`src/hdl/a51_pkg.sv`:
```
package a51_pkg;

    localparam int KEY_W        = 64;
    localparam int FRAME_W      = 22;
    localparam int LOAD_STEPS   = KEY_W + FRAME_W;
    localparam int LOAD_W       = LOAD_STEPS;

    localparam int R1_W = 19;
    localparam int R2_W = 22;
    localparam int R3_W = 23;

    localparam logic [R1_W-1:0] TAPS_ONE   = 19'h72000;
    localparam logic [R2_W-1:0] TAPS_TWO   = 22'h300000;
    localparam logic [R3_W-1:0] TAPS_THREE = 23'h700080;

    localparam int MID_ONE_BIT   = 8;
    localparam int MID_TWO_BIT   = 10;
    localparam int MID_THREE_BIT = 10;

    localparam logic [7:0] MAX_STREAM_BITS = 8'd228;
    localparam logic [7:0] LOAD_LAST_CNT   = 8'(LOAD_STEPS - 1);

    localparam logic [7:0] MIX_ROUNDS_RST  = 8'd100;
    localparam logic [7:0] STREAM_BITS_RST = 8'd114;

    // Configuration register indexes
    localparam logic [7:0] REG_MIX_ROUNDS  = 8'd0;
    localparam logic [7:0] REG_STREAM_BITS = 8'd1;

    // Controller to datapath commands
    typedef struct packed {
        logic capture;
        logic load;
        logic mix;
        logic stream;
        logic cnt_clr;
    } cmd_t;

    // Datapath to controller status
    typedef struct packed {
        logic load_last;
        logic mix_done;
        logic stream_last;
        logic emit_block;
    } sts_t;

    function automatic logic [R1_W-1:0] shift_one(input logic [R1_W-1:0] r);
        return {r[R1_W-2:0], ^(r & TAPS_ONE)};
    endfunction

    function automatic logic [R2_W-1:0] shift_two(input logic [R2_W-1:0] r);
        return {r[R2_W-2:0], ^(r & TAPS_TWO)};
    endfunction

    function automatic logic [R3_W-1:0] shift_three(input logic [R3_W-1:0] r);
        return {r[R3_W-2:0], ^(r & TAPS_THREE)};
    endfunction

endpackage

```
`src/hdl/a51_datapath.sv`:
```
module a51_datapath
    import a51_pkg::*;
(
    input  logic                 clk,
    input  logic                 rst_n,
    input  cmd_t                 cmd,
    output sts_t                 sts,
    input  logic [KEY_W-1:0]     session_key,
    input  logic [FRAME_W-1:0]   frame_number,
    input  logic                 cfg_wr_en,
    input  logic [7:0]           cfg_index,
    input  logic [7:0]           cfg_data,
    input  logic                 out_stall,
    output logic                 out_valid,
    output logic [7:0]           keystream_byte,
    output logic [3:0]           valid_bits,
    output logic                 last_byte,
    output logic                 final_bit
);

    logic [7:0]        mix_rounds_reg;
    logic [7:0]        stream_bits_reg;
    logic [LOAD_W-1:0] load_sr_reg;
    logic [R1_W-1:0]   lfsr_one_reg, lfsr_one_next;
    logic [R2_W-1:0]   lfsr_two_reg, lfsr_two_next;
    logic [R3_W-1:0]   lfsr_three_reg, lfsr_three_next;
    logic [7:0]        acc_reg, acc_next;
    logic [2:0]        fill_reg, fill_next;
    logic [7:0]        cnt_reg, cnt_next;
    logic              out_valid_reg, out_valid_next;
    logic [7:0]        out_byte_reg;
    logic [3:0]        out_vbits_reg;
    logic              out_last_reg;
    logic              out_final_reg;

    logic              a_bit, b_bit, c_bit, maj;
    logic [R1_W-1:0]   r1_maj;
    logic [R2_W-1:0]   r2_maj;
    logic [R3_W-1:0]   r3_maj;
    logic              ks_bit;
    logic [7:0]        byte_now;
    logic [7:0]        total_m1;
    logic              emit;
    logic              in_bit;

    // Clamp the stream length to 1..MAX_STREAM_BITS, minus one
    always_comb
    begin
        if (stream_bits_reg == 8'd0)
            total_m1 = 8'd0;
        else if (stream_bits_reg > MAX_STREAM_BITS)
            total_m1 = MAX_STREAM_BITS - 8'd1;
        else
            total_m1 = stream_bits_reg - 8'd1;
    end

    // Majority clocking and keystream bit
    always_comb
    begin
        a_bit  = lfsr_one_reg[MID_ONE_BIT];
        b_bit  = lfsr_two_reg[MID_TWO_BIT];
        c_bit  = lfsr_three_reg[MID_THREE_BIT];
        maj    = (a_bit & b_bit) | (a_bit & c_bit) | (b_bit & c_bit);
        r1_maj = (a_bit == maj) ? shift_one(lfsr_one_reg) : lfsr_one_reg;
        r2_maj = (b_bit == maj) ? shift_two(lfsr_two_reg) : lfsr_two_reg;
        r3_maj = (c_bit == maj) ? shift_three(lfsr_three_reg) : lfsr_three_reg;
        ks_bit = r1_maj[R1_W-1] ^ r2_maj[R2_W-1] ^ r3_maj[R3_W-1];
        byte_now = acc_reg | ({7'd0, ks_bit} << (3'd7 - fill_reg));
    end

    assign in_bit = load_sr_reg[0];
    assign emit   = (fill_reg == 3'd7) || (cnt_reg == total_m1);

    // Status back to the controller
    always_comb
    begin
        sts.load_last   = (cnt_reg == LOAD_LAST_CNT);
        sts.mix_done    = (cnt_reg == mix_rounds_reg);
        sts.stream_last = (cnt_reg == total_m1);
        sts.emit_block  = emit && out_valid_reg && out_stall;
    end

    // Next state of the registers
    always_comb
    begin
        lfsr_one_next   = lfsr_one_reg;
        lfsr_two_next   = lfsr_two_reg;
        lfsr_three_next = lfsr_three_reg;
        acc_next        = acc_reg;
        fill_next       = fill_reg;
        cnt_next        = cnt_reg;
        out_valid_next  = out_valid_reg && out_stall;

        if (cmd.capture)
        begin
            lfsr_one_next   = '0;
            lfsr_two_next   = '0;
            lfsr_three_next = '0;
            acc_next        = '0;
            fill_next       = '0;
        end
        else if (cmd.load)
        begin
            lfsr_one_next   = shift_one(lfsr_one_reg) ^ {{(R1_W-1){1'b0}}, in_bit};
            lfsr_two_next   = shift_two(lfsr_two_reg) ^ {{(R2_W-1){1'b0}}, in_bit};
            lfsr_three_next = shift_three(lfsr_three_reg) ^ {{(R3_W-1){1'b0}}, in_bit};
        end
        else if (cmd.mix || cmd.stream)
        begin
            lfsr_one_next   = r1_maj;
            lfsr_two_next   = r2_maj;
            lfsr_three_next = r3_maj;
        end

        // Pack the bit; hand a finished byte to the output register
        if (cmd.stream)
        begin
            if (emit)
            begin
                acc_next       = '0;
                fill_next      = '0;
                out_valid_next = 1'b1;
            end
            else
            begin
                acc_next  = byte_now;
                fill_next = fill_reg + 3'd1;
            end
        end

        if (cmd.cnt_clr)
            cnt_next = '0;
        else if (cmd.load || cmd.mix || cmd.stream)
            cnt_next = cnt_reg + 8'd1;
    end

    // Configuration registers
    always_ff @(posedge clk or negedge rst_n)
    begin
        if (!rst_n)
        begin
            mix_rounds_reg  <= MIX_ROUNDS_RST;
            stream_bits_reg <= STREAM_BITS_RST;
        end
        else if (cfg_wr_en)
        begin
            unique case (cfg_index)
                REG_MIX_ROUNDS:  mix_rounds_reg  <= cfg_data;
                REG_STREAM_BITS: stream_bits_reg <= cfg_data;
                default: ;
            endcase
        end
    end

    // Control and LFSR state
    always_ff @(posedge clk or negedge rst_n)
    begin
        if (!rst_n)
        begin
            lfsr_one_reg   <= '0;
            lfsr_two_reg   <= '0;
            lfsr_three_reg <= '0;
            acc_reg        <= '0;
            fill_reg       <= '0;
            cnt_reg        <= '0;
            out_valid_reg  <= 1'b0;
        end
        else
        begin
            lfsr_one_reg   <= lfsr_one_next;
            lfsr_two_reg   <= lfsr_two_next;
            lfsr_three_reg <= lfsr_three_next;
            acc_reg        <= acc_next;
            fill_reg       <= fill_next;
            cnt_reg        <= cnt_next;
            out_valid_reg  <= out_valid_next;
        end
    end

    // Input shift line and output payload
    always_ff @(posedge clk)
    begin
        if (cmd.capture)
            load_sr_reg <= {frame_number, session_key};
        else if (cmd.load)
            load_sr_reg <= {1'b0, load_sr_reg[LOAD_W-1:1]};

        if (cmd.stream && emit)
        begin
            out_byte_reg  <= byte_now;
            out_vbits_reg <= {1'b0, fill_reg} + 4'd1;
            out_last_reg  <= sts.stream_last;
            out_final_reg <= sts.stream_last & ks_bit;
        end
    end

    assign out_valid      = out_valid_reg;
    assign keystream_byte = out_byte_reg;
    assign valid_bits     = out_vbits_reg;
    assign last_byte      = out_last_reg;
    assign final_bit      = out_final_reg;

endmodule

```
`src/hdl/a51_ctrl.sv`:
```
module a51_ctrl
    import a51_pkg::*;
(
    input  logic clk,
    input  logic rst_n,
    input  logic in_valid,
    output logic in_stall,
    input  sts_t sts,
    output cmd_t cmd
);

    typedef enum logic [3:0] {
        ST_IDLE   = 4'b0001,
        ST_LOAD   = 4'b0010,
        ST_MIX    = 4'b0100,
        ST_STREAM = 4'b1000
    } state_t;

    state_t state_reg, state_next;

    // Sequence load, mix and stream phases
    always_comb
    begin
        state_next = state_reg;
        cmd        = '0;
        unique case (state_reg)
            ST_IDLE:
            begin
                if (in_valid)
                begin
                    cmd.capture = 1'b1;
                    cmd.cnt_clr = 1'b1;
                    state_next  = ST_LOAD;
                end
            end
            ST_LOAD:
            begin
                cmd.load = 1'b1;
                if (sts.load_last)
                begin
                    cmd.cnt_clr = 1'b1;
                    state_next  = ST_MIX;
                end
            end
            ST_MIX:
            begin
                if (sts.mix_done)
                begin
                    cmd.cnt_clr = 1'b1;
                    state_next  = ST_STREAM;
                end
                else
                    cmd.mix = 1'b1;
            end
            ST_STREAM:
            begin
                // Hold while a finished byte cannot be handed over
                if (!sts.emit_block)
                begin
                    cmd.stream = 1'b1;
                    if (sts.stream_last)
                        state_next = ST_IDLE;
                end
            end
            default:
                state_next = ST_IDLE;
        endcase
    end

    always_ff @(posedge clk or negedge rst_n)
    begin
        if (!rst_n)
            state_reg <= ST_IDLE;
        else
            state_reg <= state_next;
    end

    assign in_stall = (state_reg != ST_IDLE);

endmodule

```
`src/hdl/a51_keystream_generator_unit.sv`:
```
// Flow: a request is captured, the key and frame bits are loaded, the LFSRs are mixed,
// and then the keystream is streamed, the LFSRs clocked once per cycle unless the output stalls;
// a new request is taken only once the controller is idle again.
// Reset (rst_n, async, active low) clears LFSRs, controller and output valid;
// mix_rounds returns to 100 and stream_bits to 114.
module a51_keystream_generator_unit
    import a51_pkg::*;
(
    input  logic               clk,
    input  logic               rst_n,
    input  logic               in_valid,
    output logic               in_stall,
    input  logic [KEY_W-1:0]   session_key,
    input  logic [FRAME_W-1:0] frame_number,
    output logic               out_valid,
    input  logic               out_stall,
    output logic [7:0]         keystream_byte,
    output logic [3:0]         valid_bits,
    output logic               last_byte,
    output logic               final_bit,
    input  logic               cfg_wr_en,
    input  logic [7:0]         cfg_index,
    input  logic [7:0]         cfg_data
);

    cmd_t cmd;
    sts_t sts;

    a51_ctrl u_ctrl (
        .clk      (clk),
        .rst_n    (rst_n),
        .in_valid (in_valid),
        .in_stall (in_stall),
        .sts      (sts),
        .cmd      (cmd)
    );

    a51_datapath u_datapath (
        .clk            (clk),
        .rst_n          (rst_n),
        .cmd            (cmd),
        .sts            (sts),
        .session_key    (session_key),
        .frame_number   (frame_number),
        .cfg_wr_en      (cfg_wr_en),
        .cfg_index      (cfg_index),
        .cfg_data       (cfg_data),
        .out_stall      (out_stall),
        .out_valid      (out_valid),
        .keystream_byte (keystream_byte),
        .valid_bits     (valid_bits),
        .last_byte      (last_byte),
        .final_bit      (final_bit)
    );

endmodule

```
`config.mk`:
```
export PLATFORM = sky130hd
export DESIGN_NAME = a51_keystream_generator_unit
export DESIGN_NICKNAME = d
export VERILOG_FILES = /design/src/hdl/a51_pkg.sv /design/src/hdl/a51_datapath.sv /design/src/hdl/a51_ctrl.sv /design/src/hdl/a51_keystream_generator_unit.sv
export SDC_FILE = /design/constraint.sdc
export NUM_CORES = 1
export LEC_CHECK = 0
export BUFFER_PORTS_ARGS = -buffer_cell sky130_fd_sc_hd__buf_2
export CORE_MARGIN = 1.5
export CORE_UTILIZATION = 50
export CTS_BUF_LIST = sky130_fd_sc_hd__clkbuf_8
export CTS_CLUSTER_SIZE = 28
export DETAILED_ROUTE_END_ITERATION = 12
export PLACE_DENSITY = 0.81
export SYNTH_ARGS = -nofsm -noshare
export SYNTH_HDL_FRONTEND = slang
export SYNTH_HIERARCHICAL = 1
export SYNTH_SLANG_ARGS = --single-unit
```
`constraint.sdc`:
```
create_clock -name clk -period 10.3 [get_ports clk]
set_input_delay 1.03 -clock clk [delete_from_list [all_inputs] [get_ports clk]]
set_output_delay 1.03 -clock clk [all_outputs]
set_load 0.005 [all_outputs]
```
==> flow_summary.yaml <==
run_status:
  outcome: "completed"
timing:
  setup_violations: 0
  timing.final.crit_share_pct: 44.5
  skew_ns: 0.0125
  finalHoldViolations: 0
  tightest_slew_ns: 1.20
  max_freq_mhz: 218
  setup_tns_ns: 0
  rsz0062_at_grt: "false"
  slew_violations: 0
  worst_slack_ns: 5.72
  slew_headroom_pct: 19.9
  period_needed_ns: 4.58
synth:
  avgSynthCellArea_um2: 14.0
  synth_cell_types: 69
  netlist_area_mm2: 0.00916
  synth_seq_cells: 204
  async_flop_share_pct: 51.0
  yosys_warnings: 6
  syn_nets: 768
  synthFlopType: "edfxtp_1"
  synth_edf_count: 100
  synthCells: 653
  ys_seq_area_share_pct: 61.3
floorplanning:
  ios: 123
  core_mm2: 0.0180
  design.die.area_mm2: 0.0191
  die_w_um: 138
  die_h_um: 138
  floorplan.initialDensity_pct: 51.0
  placementRows: 49
clocking:
  clock-sinks: 204
  clock-root-buffer: "clkbuf_8"
  clk_pin_slew_worst_paths_ns: 0.06
  ctsResizeCount: 0
  h-tree-depth: 2
  post_cts_buffers: 0
  cts_tree: "built"
  clock_path_buffers: 3
  cts_made_buffers: 36
  clock_latency_ns: 0.51
  cts_hold_buf: 0
layout:
  area_delta_synth_final_pct: 15.9
  drive_gt1_share_pct: 38.7
  antenna_cells: 0
  layout_common_cells: "buf_2 (121), mux2_2 (102), edfxtp_1 (100), dfrtp_1 (96), a22o_1 (60)"
  largest_reg_flops: 86
  final_common_cell: "buf_2"
  nets: 897
  final_cells: 1037
setup_path:
  cp.arrival_ns: 5.01
  critical_path.max_fanout: 18
  max_stage_delay_ns: 0.84
  reg2reg_to: "u_datapath/lfsr_one_reg[4]"
  cp-end-kind: "flop"
  cp.depth: 13
  cp.required_ns: 10.73
  rr_worst_depth: 13
  path_delay_family: "simple AND/OR/NAND/NOR gates"
  reg2reg_from: "u_datapath/stream_bits_reg[0]"
  cp-endpoint: "u_datapath/lfsr_one_reg[4]"
  cp_common_cell: "nor2_1"
  timing.critical_path.buf_inv: 1
  critical_path.startpoint: "u_datapath/stream_bits_reg[0]"
  rrSetupSlack_ns: 5.72
  startpoint_type: "flop"
  slowest_stage: "nor2_1"
  worstSetupPathType: "reg -> reg"
  crit_chain: "inv_1 > ha_1 > nor4b_4 > a21oi_1 > or3_1 > a2111o_1 > or2_4 > o31ai_2 > nor2_1 > nor3_1 > nor2_1 > nor2_1 > a22o_1"
grt:
  grt.overflow.total: 0
  grt_pass1_wl_mm: 28.4
  antenna_found_initial: 2
  grt_pass1_vias: 5885
  busiest_layer: "met2"
  grt_max_degree: 95
  use_met3_pct: 6.93
  gr-usage-met2_pct: 28.3
  gr-usage-met1_pct: 22.9
  grt_usage_pct: 18.0
route:
  drtIter0Drc: 327
  wl_per_cell_um: 16.2
  firstDrtPassIters: 4
  vias_per_cell: 5.51
  drc: 0
  vias: 5712
  drt-total-wl_mm: 16.8
  ant_nets: 0
place:
  dp_hpwl_mm: 10.9
  place_inst: 973
  gp_congestion: 0.820
  pre_cts_slack_ns: 5.74
  numPortBuffers: 122
power_and_ir_drop:
  peakVddDrop_mv: 0.149
  leakage_nw: 4.60
  powerDensity_mw_per_mm2: 246
run:
  drv_cap: 0
worst_hold_path:
  hold_class: "reg -> reg"
-- worst min-delay path by stage --
stage / startpoint / to / cells after the start
floorplan: u_datapath/lfsr_three_reg[11] / u_datapath/lfsr_three_reg[11] / 2
global placement: u_datapath/acc_reg[2] / u_datapath/acc_reg[2] / 2
detailed placement: u_datapath/acc_reg[7] / u_datapath/acc_reg[7] / 2
CTS: u_datapath/acc_reg[7] / u_datapath/acc_reg[7] / 2
global route: u_datapath/acc_reg[0] / u_datapath/acc_reg[0] / 2
finish: u_datapath/acc_reg[7] / u_datapath/acc_reg[7] / 2
-- Yosys cell counts (3+ instances only) --
cell type	n	area share, %
mux2_2	102	13
edfxtp_1	100	33
dfrtp_1	96	26
a22o_1	60	5.7
nor2_1	31	1.3
nand2_1	28	1.1
clkbuf_1	27	1.1
inv_1	24	0.98
xnor2_1	18	1.7
a21oi_1	16	0.87
xor2_1	11	1.1
o21ai_2	10	0.96
o21ai_0	9	0.49
dfstp_2	8	2.3
ha_1	8	1.1
mux2i_1	7	0.77
nand3_1	6	0.33
nor2b_1	5	0.34
nor3_1	5	0.27
and3_1	4	0.27
buf_6	4	0.49
nor4b_1	4	0.38
o31ai_1	4	0.33
a31oi_1	3	0.20
buf_1	3	0.12
nor4_1	3	0.20
or3_1	3	0.20
or4_1	3	0.25
-- metrics by stage --
| step | utilization [%] | hold slack (ns) | total power, mW | area [µm²] |
|---|---|---|---|---|
| after floorplan | - | 0.449 | 1.78 | 9160 |
| after global placement | 55.3 | 0.461 | 1.91 | 9930 |
| after detailed placement | 55.3 | 0.469 | 1.93 | 9930 |
| after CTS | 59.1 | 0.482 | 2.64 | 10600 |
| after global routing | 59.1 | 0.507 | 2.76 | 10600 |
| final | 59.1 | 0.478 | 2.61 | 10600 |
-- layer usage --
metal / wire length [µm] / part of all wire, % / up-vias
li1: - / - / 2706
met1: 7270 / 43 / 2785
met2: 7660 / 46 / 181
met3: 1520 / 9.1 / 38
met4: 320 / 1.9 / 2
met5: 7 / 0.042 / -
-- area by class of cell --
class / instances / area [µm²]
clock buffer: 44 / 606
clock inverter: 20 / 80.1
fill: 1427 / 7350
inverter: 24 / 92.6
multi-input combinational: 387 / 3270
sequential: 204 / 5620
tap: 229 / 287
timing repair buffer: 129 / 666
-- power by group --
group          leakage, nW  internal [mW]  switching, mW
clock                0.422          0.384          0.309
sequential            2.34           1.17         0.0966
combinational         1.84          0.296          0.354
-- worst reg2reg max path: stages, from the launching register on --
cell      delay [ns]
dfrtp_1         0.41
inv_1           0.07
ha_1            0.25
nor4b_4         0.34
a21oi_1         0.13
or3_1           0.32
a2111o_1        0.46
or2_4           0.29
o31ai_2         0.26
nor2_1          0.15
nor3_1          0.57
nor2_1          0.14
nor2_1          0.84
a22o_1          0.28
-- logic make-up (layout without fill, tap and decap cells) --
kind of cell             after synthesis  in the layout  synth area share [%]
AO/OA/AOI/OAI                        123            123                  11.2
XOR/XNOR                              29             29                  2.77
adder cells (fa/ha/maj)                9              9                  1.20
buffers and inverters                 62            217                  2.98
flip-flops                           204            204                  61.3
multiplexers                         109            109                  13.3
AND/OR/NAND/NOR                      117            117                  7.20
(Power assumes the default switching activity.)
